### src/ubpw_pkg.sv
// ----------------------------------------------------------------------------
// ubpw_pkg: shared definitions for the bit repacker
// Register map, field widths and small width helpers.
// ----------------------------------------------------------------------------
package ubpw_pkg;

  localparam int unsigned CHUNK_W = 8;   // input byte
  localparam int unsigned WORD_W  = 8;   // packed word
  localparam int unsigned CNT_W   = 3;   // held bit count
  localparam int unsigned WID_W   = 4;   // width registers
  localparam int unsigned ADDR_W  = 4;
  localparam int unsigned DATA_W  = 32;

  typedef enum logic [1:0] {
    REG_CHUNK_BITS  = 2'd0,
    REG_OUTPUT_BITS = 2'd1,
    REG_LSB_FIRST   = 2'd2
  } reg_idx_t;

  // 0 acts as 1, above 8 acts as 8
  function automatic logic [WID_W-1:0] clamp_width(input logic [WID_W-1:0] w);
    logic [WID_W-1:0] r;
    if (w == '0) begin
      r = WID_W'(1);
    end else if (w > WID_W'(WORD_W)) begin
      r = WID_W'(WORD_W);
    end else begin
      r = w;
    end
    return r;
  endfunction

  // low n bits set, n in 0..8
  function automatic logic [WORD_W-1:0] low_mask(input logic [WID_W-1:0] n);
    logic [2*WORD_W-1:0] m;
    m = (WORD_W*2)'(1) << n;
    m = m - (WORD_W*2)'(1);
    return m[WORD_W-1:0];
  endfunction

  function automatic logic [WORD_W-1:0] rev_word(input logic [WORD_W-1:0] v);
    logic [WORD_W-1:0] r;
    for (int i = 0; i < WORD_W; i++) begin
      r[i] = v[WORD_W-1-i];
    end
    return r;
  endfunction

endpackage

### src/unpacked_bits_to_packed_word.sv
// ----------------------------------------------------------------------------
// unpacked_bits_to_packed_word
// Joins the low chunk_bits bits of each input byte into a bit stream and
// emits a packed word of output_bits bits each time enough bits are gathered.
//
// Input channel : chunk_valid / chunk_ready / in_chunk. One byte per item,
//                 low chunk_bits bits taken, MSB of the chunk first.
// Output channel: word_valid / word_ready / packed_value. Zero or one word
//                 per input item, unused upper bits zero.
// Config port   : APB-style, pready tied high. 0x0 chunk_bits, 0x4
//                 output_bits, 0x8 lsb_first. Writing output_bits drops any
//                 held bits. Write only while the block is idle.
// Path          : an item taken lands in the input register; its word, if
//                 any, moves into the output register when the merge fires.
// Throughput    : one item per cycle unless stalled, set by the single merge
//                 step between input register and output register / held bits.
// Stall         : while a word waits in the output register, the input
//                 register is held and chunk_ready drops once it is full.
// Reset         : synchronous, active high; registers return to chunk_bits
//                 1, output_bits 8, lsb_first 0, no held bits, no items.
// ----------------------------------------------------------------------------
module unpacked_bits_to_packed_word (
  input  logic                           clk,
  input  logic                           rst,
  // input channel
  input  logic                           chunk_valid,
  output logic                           chunk_ready,
  input  logic [ubpw_pkg::CHUNK_W-1:0]   in_chunk,
  // output channel
  output logic                           word_valid,
  input  logic                           word_ready,
  output logic [ubpw_pkg::WORD_W-1:0]    packed_value,
  // configuration port
  input  logic                           psel,
  input  logic                           penable,
  input  logic                           pwrite,
  input  logic [ubpw_pkg::ADDR_W-1:0]    paddr,
  input  logic [ubpw_pkg::DATA_W-1:0]    pwdata,
  output logic [ubpw_pkg::DATA_W-1:0]    prdata,
  output logic                           pready
);
  import ubpw_pkg::*;

  // configuration registers
  logic [WID_W-1:0]   chunk_bits;
  logic [WID_W-1:0]   output_bits;
  logic               lsb_first;

  // input register
  logic               s1_valid;
  logic [CHUNK_W-1:0] s1_chunk;

  // stream state
  logic [WORD_W-1:0]  held_bits;
  logic [CNT_W-1:0]   held_count;
  logic [WORD_W-1:0]  held_bits_next;
  logic [CNT_W-1:0]   held_count_next;

  // merge datapath
  logic [WID_W-1:0]     ob_eff;
  logic [WID_W-1:0]     cb_eff;
  logic [CHUNK_W-1:0]   chunk_m;
  logic [2*WORD_W-1:0]  acc;
  logic [WID_W-1:0]     total;
  logic [WID_W-1:0]     rest;
  logic                 word_hit;
  logic [WORD_W-1:0]    word_msb;
  logic [WORD_W-1:0]    word_out;
  logic                 s1_fire;
  logic                 cfg_wr;
  reg_idx_t             cfg_idx;

  assign pready  = 1'b1;
  assign cfg_wr  = psel & penable & pwrite & pready;
  assign cfg_idx = reg_idx_t'(paddr[3:2]);

  // ---- register read ----
  always_comb begin
    case (cfg_idx)
      REG_CHUNK_BITS:  prdata = DATA_W'(chunk_bits);
      REG_OUTPUT_BITS: prdata = DATA_W'(output_bits);
      REG_LSB_FIRST:   prdata = DATA_W'(lsb_first);
      default:         prdata = '0;
    endcase
  end

  // ---- handshakes ----
  // the input register moves on whenever the output register is free or its word is taken
  assign s1_fire     = s1_valid & (~word_valid | word_ready);
  assign chunk_ready = ~s1_valid | s1_fire;

  // ---- merge step ----
  always_comb begin
    ob_eff  = clamp_width(output_bits);
    cb_eff  = clamp_width(chunk_bits);
    if (cb_eff > ob_eff) begin
      cb_eff = ob_eff;             // chunk wider than word: keep low bits
    end
    chunk_m  = s1_chunk & low_mask(cb_eff);
    acc      = ({{WORD_W{1'b0}}, held_bits} << cb_eff) | {{WORD_W{1'b0}}, chunk_m};
    total    = WID_W'(held_count) + cb_eff;
    word_hit = (total >= ob_eff);
    rest     = word_hit ? (total - ob_eff) : total;
    word_msb = WORD_W'(acc >> rest) & low_mask(ob_eff);
    // LSB-first: mirror the whole byte, then drop the unused low positions
    word_out = lsb_first ? (rev_word(word_msb) >> (WID_W'(WORD_W) - ob_eff))
                         : word_msb;
    held_bits_next  = acc[WORD_W-1:0] & low_mask(rest);
    held_count_next = rest[CNT_W-1:0];
  end

  // ---- registers ----
  always_ff @(posedge clk) begin
    if (rst) begin
      chunk_bits  <= WID_W'(1);
      output_bits <= WID_W'(WORD_W);
      lsb_first   <= 1'b0;
      s1_valid    <= 1'b0;
      word_valid  <= 1'b0;
      held_bits   <= '0;
      held_count  <= '0;
    end else begin
      if (chunk_valid && chunk_ready) begin
        s1_valid <= 1'b1;
      end else if (s1_fire) begin
        s1_valid <= 1'b0;
      end

      if (s1_fire) begin
        word_valid <= word_hit;
      end else if (word_ready) begin
        word_valid <= 1'b0;
      end

      if (s1_fire) begin
        held_bits  <= held_bits_next;
        held_count <= held_count_next;
      end

      if (cfg_wr) begin
        case (cfg_idx)
          REG_CHUNK_BITS:  chunk_bits <= pwdata[WID_W-1:0];
          REG_OUTPUT_BITS: begin
            output_bits <= pwdata[WID_W-1:0];
            held_bits   <= '0;     // new word width: start afresh
            held_count  <= '0;
          end
          REG_LSB_FIRST:   lsb_first <= pwdata[0];
          default:         ;
        endcase
      end
    end
  end

  // payload registers
  always_ff @(posedge clk) begin
    if (chunk_valid && chunk_ready) begin
      s1_chunk <= in_chunk;
    end
    if (s1_fire && word_hit) begin
      packed_value <= word_out;
    end
  end

  // ---- assertions ----
  // held bits never reach a full word
  a_held_below_word: assert property (@(posedge clk) disable iff (rst)
    WID_W'(held_count) < ob_eff)
    else $error("held_count reached output width");

  // an output width write empties the held bits
  a_ob_write_clears: assert property (@(posedge clk) disable iff (rst)
    (cfg_wr && cfg_idx == REG_OUTPUT_BITS) |=> (held_count == '0))
    else $error("held bits survived output_bits write");

  // a completed word reaches the output register on the next edge
  a_word_issued: assert property (@(posedge clk) disable iff (rst)
    (s1_fire && word_hit) |=> (word_valid && packed_value == $past(word_out)))
    else $error("completed word not presented");

  // an item that completes no word leaves the output empty
  a_no_word: assert property (@(posedge clk) disable iff (rst)
    (s1_fire && !word_hit) |=> !word_valid)
    else $error("word shown for an item that completed none");

  // a waiting word is never overwritten by the merge step
  a_no_overrun: assert property (@(posedge clk) disable iff (rst)
    (word_valid && !word_ready) |-> !s1_fire)
    else $error("merge step fired over a waiting word");

endmodule

### config.mk
export PLATFORM = sky130hd
export DESIGN_NAME = unpacked_bits_to_packed_word
export DESIGN_NICKNAME = d
export VERILOG_FILES = /design/src/ubpw_pkg.sv /design/src/unpacked_bits_to_packed_word.sv
export SDC_FILE = /design/constraint.sdc
export NUM_CORES = 1
export LEC_CHECK = 0
export ABC_CLOCK_PERIOD_IN_PS = 14480
export BUFFER_PORTS_ARGS = -buffer_cell sky130_fd_sc_hd__buf_2
export CAP_MARGIN = 0
export CORE_UTILIZATION = 50
export CTS_BUF_LIST = sky130_fd_sc_hd__clkbuf_4 sky130_fd_sc_hd__clkbuf_8 sky130_fd_sc_hd__clkbuf_16
export CTS_CLUSTER_DIAMETER = 80
export DETAILED_ROUTE_END_ITERATION = 7
export GPL_TIMING_DRIVEN = 0
export PLACE_DENSITY = 0.74
export RECOVER_POWER = 25
export SLEW_MARGIN = 40
export SYNTH_ARGS = -nofsm -noshare
export SYNTH_HDL_FRONTEND = slang
export SYNTH_SLANG_ARGS = --single-unit
### constraint.sdc
create_clock -name clk -period 14.48 [get_ports clk]
set_input_delay 3.62 -clock clk [delete_from_list [all_inputs] [get_ports clk]]
set_output_delay 3.62 -clock clk [all_outputs]
set_load 0.02 [all_outputs]
==> results of run 1 <==
-- state kept, by name, indices dropped and copies added (netlist names) --
name / cells
s1_valid: 1
s1_chunk: 8
held_count: 3
output_bits: 4
packed_value: 8
held_bits: 8
lsb_first: 1
chunk_bits: 4
word_valid: 1
-- synthesized netlist by cell type, types with 13 or more instances --
cell type | instances | area share (%)
nor2_1 | 59 | 4.8
nand3_1 | 35 | 3.8
nor3_1 | 22 | 2.4
dfxtp_1 | 22 | 9.4
clkbuf_1 | 26 | 2.1
nand2_1 | 61 | 4.9
edfxtp_1 | 16 | 10
o211ai_1 | 19 | 3.1
nand4_1 | 15 | 2.0
buf_4 | 32 | 5.2
ha_1 | 20 | 5.4
a21oi_1 | 40 | 4.3
o21ai_0 | 27 | 2.9
mux2i_1 | 13 | 2.8
-- metrics by stage --
stage	hold WS, ns	area [µm²]	std cells	setup slack [ns]	total power, mW
finish	0.503	5180	794	5.88	0.385
global route	0.520	5180	794	5.40	0.400
CTS	0.497	5180	794	6.04	0.379
detailed placement	0.478	5060	786	6.08	0.286
global placement	0.478	5060	786	6.11	0.286
floorplan	0.444	4770	646	6.40	0.244
-- routing by layer --
layer	up-vias	wire, µm	track usage [%]
met5	-	0	0
met4	0	699	15.0
met3	57	1270	4.61
met2	306	7640	58.2
met1	2539	6960	43.7
li1	2458	-	-
-- worst max-delay path, delay by kind of cell (launching register included) --
| kind | cells | cell delay [ns] |
|---|---|---|
| and+or+nand+nor | 7 | 1.15 |
| adders and majority gates | 3 | 0.81 |
| buffers and inverters | 7 | 2.51 |
| AOI/OAI and AO/OA | 13 | 3.09 |
| DFF | 1 | 0.36 |
| muxes | 1 | 0.41 |
-- power breakdown --
group | total, mW | switching (mW) | internal, mW
clock network | 0.0937 | 0.0425 | 0.0512
registers | 0.120 | 0.00295 | 0.117
logic | 0.171 | 0.110 | 0.0610
-- worst paths after layout --
kind / start / endpoint / slack [ns] / cells past startpoint
setup / recovery: output_bits[1]$_SDFFE_PP0P_ / packed_value[3]$_DFFE_PP_ / 5.88 / 31
hold / removal: held_bits[4]$_SDFF_PP0_ / held_bits[4]$_SDFF_PP0_ / 0.50 / 2
setup reg to reg: output_bits[1]$_SDFFE_PP0P_ / packed_value[3]$_DFFE_PP_ / 5.88 / 31
hold reg to reg: held_bits[4]$_SDFF_PP0_ / held_bits[4]$_SDFF_PP0_ / 0.50 / 2
-- cell families (layout without fill, tap and decap cells) --
logic type | Yosys count | after routing | synth area share (%)
mux | 19 | 19 | 4.43
other cells | 2 | 30 | 0.161
fa+ha+maj | 22 | 22 | 6.23
simple gates | 240 | 240 | 25.5
xor+xnor | 4 | 4 | 0.752
buf+inv | 85 | 125 | 9.72
flops | 38 | 38 | 19.8
compound gates | 208 | 208 | 33.4
-- cell type report --
class,instances,area share [%]
multi-input cells,523,65.6
flip-flops and latches,38,17.8
plain buffers,68,7.46
repair buffers,32,3.07
well taps,108,2.61
clock buffers,8,2.22
inverters,17,1.28
==> run metrics, run 1 <==
clock-pin slew on the worst setup and hold paths 0.08 ns; vias per std cell 6.75; initial antenna violation count 0; Synth Flop Type dfxtp_1; library cells used by synthesis 97; RSZ-0062 raised after global routing false; I/O pins 94; Clock Tree Root clkbuf_8; vias 5,360; crit path max-delay cell type a2111oi_0; hold_buf cts 0; fin crit period 8.60 ns; residual DRC count 0; most frequent cells in the layout 61 x nand2_1, 59 x nor2_1, 40 x buf_2, 40 x a21oi_1, 35 x nand3_1; clock buffer depth 2; Leak 2.14 nW; DRT Pass-1 Iters 5; Mapped Area 4660 µm²; outcome complete, no violations; GRT Total Usage 34.3%; HP Class register to register; Slew Viols, Final 0; Worst VDD drop 0.0000436 V; H-tree levels 2; most common cell after layout, fill and taps aside nand2_1; nets@finish 758; Syn Area/Cell 7.54 µm²; routed len/inst 20.9 µm; # Post-CTS Setup Buffers 0; area of the multi-input gates 3400 µm²; Pwr Density 74.3 nW/µm²; TritonCTS clock tree yes; most frequent CP cell clkbuf_1; Worst Setup End Kind register; die area 9710 µm²; Seq/Total Area, Yosys 19.8%; flops & latches, synth 38; Detail Route Antenna Nets 0; actual slew at the worst max-slew pin 0.814 ns; number of synthesized flops with an enable pin 16; CP Launch Type register; fmax 116 MHz; die height 98.6 µm; ant diodes 0; RD Place Congestion 0.997; vias in the first global route 4,853; clock sink total 38; layout filler cell count 843; Starting Density 52.4%; fin crit share 59.4%; post-CTS sizing 0; share of layout cells above drive strength 1 17.6%; final WL 16,600 µm; FFs w/ async S/R, synth 0%; sequential cell area 921 µm²; largest net degree at the start of global routing 14; gr ovfl total 0; Setup-failing EPs final 0; hpwl dp 13,000 µm; initial DRC count 543; total clock buffers created by CTS 5; critical path class register to register; Post-Syn Instances 618; PortBufs 32; max_slew headroom 45.3%; Syn. warnings 0; Site Rows 34; Critical Path Fanout Max 13; global-route wire length before repair 26,000 µm; worst skew pair latency 0.30 ns; maxcap violations 0; setup TNS 0 ns; area delta synth->final 11.1%; Final Hold Fails 0; Crit path required time 14.53 ns; Die X 98.6 µm; Crit path largest cell delay 0.66 ns; Clock Skew 0.00935 ns; final core occ 58.3%; Critical Path AT 8.65 ns; core area 8890 µm²
Note: power is estimated with default switching activity, not from simulation.
==> run 2: changes to the inputs <==
--- a/config.mk
+++ b/config.mk
@@ -5,7 +5,8 @@
 export SDC_FILE = /design/constraint.sdc
 export NUM_CORES = 1
 export LEC_CHECK = 0
-export ABC_CLOCK_PERIOD_IN_PS = 14480
+export ABC_AREA = 1
+export ABC_CLOCK_PERIOD_IN_PS = 8600
 export BUFFER_PORTS_ARGS = -buffer_cell sky130_fd_sc_hd__buf_2
 export CAP_MARGIN = 0
 export CORE_UTILIZATION = 50
@@ -13,7 +14,7 @@
 export CTS_CLUSTER_DIAMETER = 80
 export DETAILED_ROUTE_END_ITERATION = 7
 export GPL_TIMING_DRIVEN = 0
-export PLACE_DENSITY = 0.74
+export PLACE_DENSITY = 0.75
 export RECOVER_POWER = 25
 export SLEW_MARGIN = 40
 export SYNTH_ARGS = -nofsm -noshare
==> constraint.sdc (replaced) <==
create_clock -name clk -period 8.6 [get_ports clk]
set_input_delay 2.15 -clock clk [delete_from_list [all_inputs] [get_ports clk]]
set_output_delay 2.15 -clock clk [all_outputs]
set_load 0.02 [all_outputs]
==> run 2 against run 1 <==
Compared with the run above: sequential power increased by 73%; fmax grew 31%; sequential share of layout area increased by 2.4 points; final cell count is 3.7% higher; combinational power is 130% higher.
==> run metrics, run 2 <==
outcome complete, no violations; core area 7810 µm²; Adder-Cell Fraction of Synth Area 7.14%; area delta synth->final 12.1%; most frequent cells in the layout 169 x nand2_1, 140 x nand3_1, 63 x inv_1; critical path class register to register; hold_buf cts 0; most frequent CP cell nand2_1; fmax 153 MHz; Crit path largest cell delay 0.53 ns; global-route wire length before repair 19,300 µm; pre-CTS WS 2.22 ns; crit path max-delay cell type clkbuf_1; Critical Path AT 6.60 ns; clock sink total 38; die height 92.2 µm; Worst VDD drop 0.000107 V; maxcap violations 0; Non-Filler Instances 823; initial DRC count 482; Pwr Density 160 nW/µm²; RSZ-0062 raised after global routing false; flops & latches, synth 38; Syn Area/Cell 6.24 µm²; HP Class register to register; largest registers held_bits: 8 flops, packed_value: 8 flops, s1_chunk: 8 flops; PortBufs 34; Worst Slack Setup Final 2.05 ns; hpwl dp 9350 µm; max_slew headroom 56.9%; Seq/Total Area, Yosys 22.7%; setup TNS 0 ns; layout filler cell count 824; share of layout cells above drive strength 1 13.7%; vias 4,647; Slew Viols, Final 0; gr ovfl total 0; final WL 11,600 µm; Mapped Area 4070 µm²; most numerous cell in the Yosys netlist nand2_1; die area 8500 µm²; ant diodes 0; Synth Flop Type dfxtp_1; Post-Syn Instances 651; Die X 92.2 µm; Crit path required time 8.65 ns; Setup-failing EPs final 0; total clock buffers created by CTS 5; Buf+Inv Stages, Crit Path 7; vias in the first global route 4,166; library cells used by synthesis 42; commonest cells in the netlist 169 x nand2_1, 140 x nand3_1, 63 x inv_1, 40 x nor2_1, 29 x buf_4; fin crit period 6.55 ns; nets@finish 793; mux cell area share after synthesis 0%; worst skew pair latency 0.30 ns; I/O pins 94; FFs w/ async S/R, synth 0%; Critical Path Fanout Max 13; fin crit share 76.1%; initial antenna violation count 0; H-tree levels 2; Leak 2.24 nW; xor/xnor share of the synthesized area 1.29%; dpl cells 815; Clock Tree Root clkbuf_8; Detail Route Antenna Nets 0; clock-pin slew on the worst setup and hold paths 0.08 ns; Largest delay share family, worst path simple AND/OR/NAND/NOR gates; Site Rows 32; post-synthesis simple-gate area fraction 44.6%; residual DRC count 0; largest net degree at the start of global routing 14; clock buffer depth 2; routed len/inst 14.1 µm; Final Hold Fails 0; actual slew at the worst max-slew pin 0.647 ns; TritonCTS clock tree yes; area leader, netlist nand3_1; post-CTS sizing 0; RD Place Congestion 0.983; DRT Pass-1 Iters 5; CP Launch Type register; post-synthesis compound-gate area fraction 10.6%; vias per std cell 5.65; most common cell after layout, fill and taps aside nand2_1; number of synthesized flops with an enable pin 16; # Post-CTS Setup Buffers 0; synth top area cells nand3_1 17%, nand2_1 16%, edfxtp_1 12%; largest family of logic cells by synthesized area simple AND/OR/NAND/NOR gates; Clock Skew 0.00305 ns; post-synth top area share 17.2%; Syn. warnings 0; Worst Setup End Kind register; GRT Total Usage 28.4%; Starting Density 52.1%
## run 2: logic make-up (layout without fill, tap and decap cells)
logic type	after synthesis	count (layout)
simple gates	398	398
flops	38	38
buf+inv	113	155
other cells	2	30
xor+xnor	6	6
compound gates	72	72
fa+ha+maj	22	22
## run 2: metrics by stage
step / cell area (µm²) / hold WS (ns) / power, mW / util (%)
floorplan: 4170 / 0.445 / 0.508 / -
global placement: 4470 / 0.461 / 0.589 / 57.2
detailed placement: 4470 / 0.470 / 0.595 / 57.3
CTS: 4560 / 0.482 / 0.720 / 58.3
global route: 4560 / 0.517 / 0.784 / 58.3
finish: 4560 / 0.474 / 0.728 / 58.3
## run 2: tightest hold or removal path, delay by kind of cell, from the launching register on
family | cells | cell delay (ns)
flip-flops | 1 | 0.32
AND/OR/NAND/NOR | 1 | 0.06
AO/OA/AOI/OAI | 1 | 0.06
## run 2: cell type report
class / instances / area (µm²) / area share (%)
buffer: 47 / 303 / 6.65
clock buffer: 5 / 68.8 / 1.51
clock inverter: 3 / 16.3 / 0.357
inverter: 66 / 248 / 5.44
multi-input combinational: 528 / 2700 / 59.3
sequential: 38 / 921 / 20.2
tap: 102 / 128 / 2.80
timing repair buffer: 34 / 170 / 3.74
## run 2: metal layers
layer	wire length, µm	track usage, %	vias to the layer above
li1	-	-	2303
met1	5100	38.0	2056
met2	5260	45.8	252
met3	896	4.48	36
met4	352	11.1	0
met5	0	0	-
## run 2: final timing paths
check	start	to	slack [ns]	depth (start not counted)
max	output_bits[3]$_SDFFE_PP1P_	packed_value[1]$_DFFE_PP_	2.05	33
min	held_bits[7]$_SDFF_PP0_	held_bits[7]$_SDFF_PP0_	0.47	2
max reg2reg	output_bits[3]$_SDFFE_PP1P_	packed_value[1]$_DFFE_PP_	2.05	33
min reg2reg	held_bits[7]$_SDFF_PP0_	held_bits[7]$_SDFF_PP0_	0.47	2
## run 2: power breakdown
part,switching (mW),internal (mW),total [mW]
registers,0.00433,0.203,0.208
logic,0.266,0.129,0.395
clock network,0.0692,0.0555,0.125
total,0.340,0.388,0.728
==> run 3: changes to the inputs <==
--- a/config.mk
+++ b/config.mk
@@ -6,7 +6,7 @@
 export NUM_CORES = 1
 export LEC_CHECK = 0
 export ABC_AREA = 1
-export ABC_CLOCK_PERIOD_IN_PS = 8600
+export ABC_CLOCK_PERIOD_IN_PS = 5500
 export BUFFER_PORTS_ARGS = -buffer_cell sky130_fd_sc_hd__buf_2
 export CAP_MARGIN = 0
 export CORE_UTILIZATION = 50
@@ -14,7 +14,7 @@
 export CTS_CLUSTER_DIAMETER = 80
 export DETAILED_ROUTE_END_ITERATION = 7
 export GPL_TIMING_DRIVEN = 0
-export PLACE_DENSITY = 0.75
+export PLACE_DENSITY = 0.78
 export RECOVER_POWER = 25
 export SLEW_MARGIN = 40
 export SYNTH_ARGS = -nofsm -noshare
==> constraint.sdc (replaced) <==
create_clock -name clk -period 5.5 [get_ports clk]
set_input_delay 1.375 -clock clk [delete_from_list [all_inputs] [get_ports clk]]
set_output_delay 1.375 -clock clk [all_outputs]
set_load 0.02 [all_outputs]
==> run 3 against run 2 <==
Compared with the run above: final cell count is 1.7% higher; fmax is 22% higher; via count is 2.4% higher; routed wire length is 9.6% higher; non-clock buffer count is 14 higher.
==> run metrics, run 3 (synthesized netlist as in run 2, its figures left out) <==
outcome complete, no violations; maxcap violations 0; pre-CTS WS -0.953 ns; ant diodes 0; HP Class register to register; die height 92.2 µm; total clock buffers created by CTS 5; area of the multi-input gates 2870 µm²; most frequent cells in the layout 164 x nand2_1, 139 x nand3_1, 56 x inv_1; H-tree levels 2; TritonCTS clock tree yes; crit path max-delay cell type o21ai_4; dpl cells 815; largest net degree at the start of global routing 13; share of layout cells above drive strength 1 20.4%; residual DRC count 0; die area 8500 µm²; Post-DP Area 4470 µm²; Hold Startpoint held_bits[7]$_SDFF_PP0_; Reg2Reg Depth 33; Leak 2.37 nW; fmax 187 MHz; I/O pins 94; sequential cell area 926 µm²; Worst VDD drop 0.000158 V; Clock Skew 0.0167 ns; most common cell after layout, fill and taps aside nand2_1; hpwl dp 9600 µm; Crit path required time 5.56 ns; CP Launch Type register; global-route wire length before repair 20,200 µm; RSZ-0062 raised after global routing true; gr ovfl total 0; largest registers held_bits: 8 flops, packed_value: 8 flops, s1_chunk: 8 flops; routed len/inst 15.2 µm; Starting Density 52.1%; final core occ 62.8%; GRT Total Usage 30.0%; worst skew pair latency 0.31 ns; fin crit share 97.4%; nets@finish 807; initial antenna violation count 0; vias per std cell 5.69; DRT Pass-1 Iters 7; setup TNS 0 ns; Reg2Reg Setup Slack 0.14 ns; Setup-failing EPs final 0; Pwr Density 257 nW/µm²; Worst Setup End Kind register; worst hold path depth 2; actual slew at the worst max-slew pin 0.616 ns; final WL 12,700 µm; Die X 92.2 µm; RD Place Congestion 0.998; hold_buf cts 0; Worst Slack Setup Final 0.141 ns; vias 4,760; Slew Viols, Final 0; clock sink total 38; initial DRC count 451; Design Area, Final 4910 µm²; clock buffer depth 2; Final Hold Fails 0; Non-Filler Instances 837; worst r2r dst packed_value[0]$_DFFE_PP_; Site Rows 32; PortBufs 34; critical path class register to register; fin crit period 5.36 ns; Crit path largest cell delay 0.37 ns; Critical Path Fanout Max 11; clock-pin slew on the worst setup and hold paths 0.10 ns; vias in the first global route 4,289; area delta synth->final 20.7%; core area 7810 µm²; most frequent CP cell nand2_1; Critical Path AT 5.42 ns; layout filler cell count 753; R2R Path Start output_bits[2]$_SDFFE_PP0P_; Clock Tree Root clkbuf_8; hold path endpoint held_bits[7]$_SDFF_PP0_; Detail Route Antenna Nets 0; max_slew headroom 58.9%
==> run 3: changes by cell type in the layout (fill, tap and decap cells not counted), moves of 6 or more <==
cell | before | now
inv_1 | 63 | 56
inv_2 | 0 | 6
buf_4 | 29 | 43
nor2_4 | 1 | 7
==> run 3: per-layer routing <==
layer,GRT usage [%],wire (µm),vias to the layer above
li1,-,-,2315
met1,40.1,5520,2123
met2,50.2,5830,281
met3,3.98,1010,41
met4,8.59,378,0
met5,0,0,-
==> run 3: critical path, delay by kind of cell, from the launching register on <==
| kind | cells | cell delay, ns |
|---|---|---|
| and+or+nand+nor | 19 | 1.98 |
| DFF | 1 | 0.36 |
| buffers and inverters | 6 | 0.86 |
| adders and majority gates | 3 | 0.80 |
| AOI/OAI and AO/OA | 5 | 1.09 |
==> run 3: report_power, final <==
| part | switching, mW | total [mW] | leakage [nW] | internal [mW] |
|---|---|---|---|---|
| clock | 0.116 | 0.250 | 0.0579 | 0.134 |
| combinational | 0.449 | 0.686 | 1.98 | 0.237 |
| sequential | 0.00723 | 0.325 | 0.330 | 0.318 |
==> run 3: worst max path at each step <==
stage	startpoint	to	slack, ns	depth (start not counted)
floorplan	output_bits[3]$_SDFFE_PP1P_	packed_value[1]$_DFFE_PP_	0.24	39
global placement	output_bits[3]$_SDFFE_PP1P_	packed_value[1]$_DFFE_PP_	-0.83	32
detailed placement	output_bits[3]$_SDFFE_PP1P_	packed_value[2]$_DFFE_PP_	-0.95	33
CTS	output_bits[2]$_SDFFE_PP0P_	packed_value[2]$_DFFE_PP_	0.003	34
global route	output_bits[2]$_SDFFE_PP0P_	packed_value[3]$_DFFE_PP_	-0.16	37
finish	output_bits[2]$_SDFFE_PP0P_	packed_value[0]$_DFFE_PP_	0.14	33
==> run 3: area by class of cell <==
class                   instances  area share, %
inverters                      66           5.13
multi-input cells             528           58.4
clock buffers                   5           1.40
repair buffers                 48           5.61
flip-flops and latches         38           18.9
well taps                     102           2.60
clock inverters                 3          0.816
plain buffers                  47           7.14
==> run 3: what timing repair did <==
| action | CTS | global route |
|---|---|---|
| gates cloned | 0 | 0 |
| pin swaps | 7 | 7 |
| setup buffers | 7 | 7 |
| resized for setup | 35 | 34 |
| setup endpoints to repair | 26 | 12 |
==> run 3: stage by stage <==
step	hold slack [ns]	power [mW]
3_3_place_gp	0.460	0.925
6_report	0.478	1.26
5_1_grt	0.512	1.35
3_5_place_dp	0.461	0.933
2_1_floorplan	0.445	0.794
4_1_cts	0.475	1.20
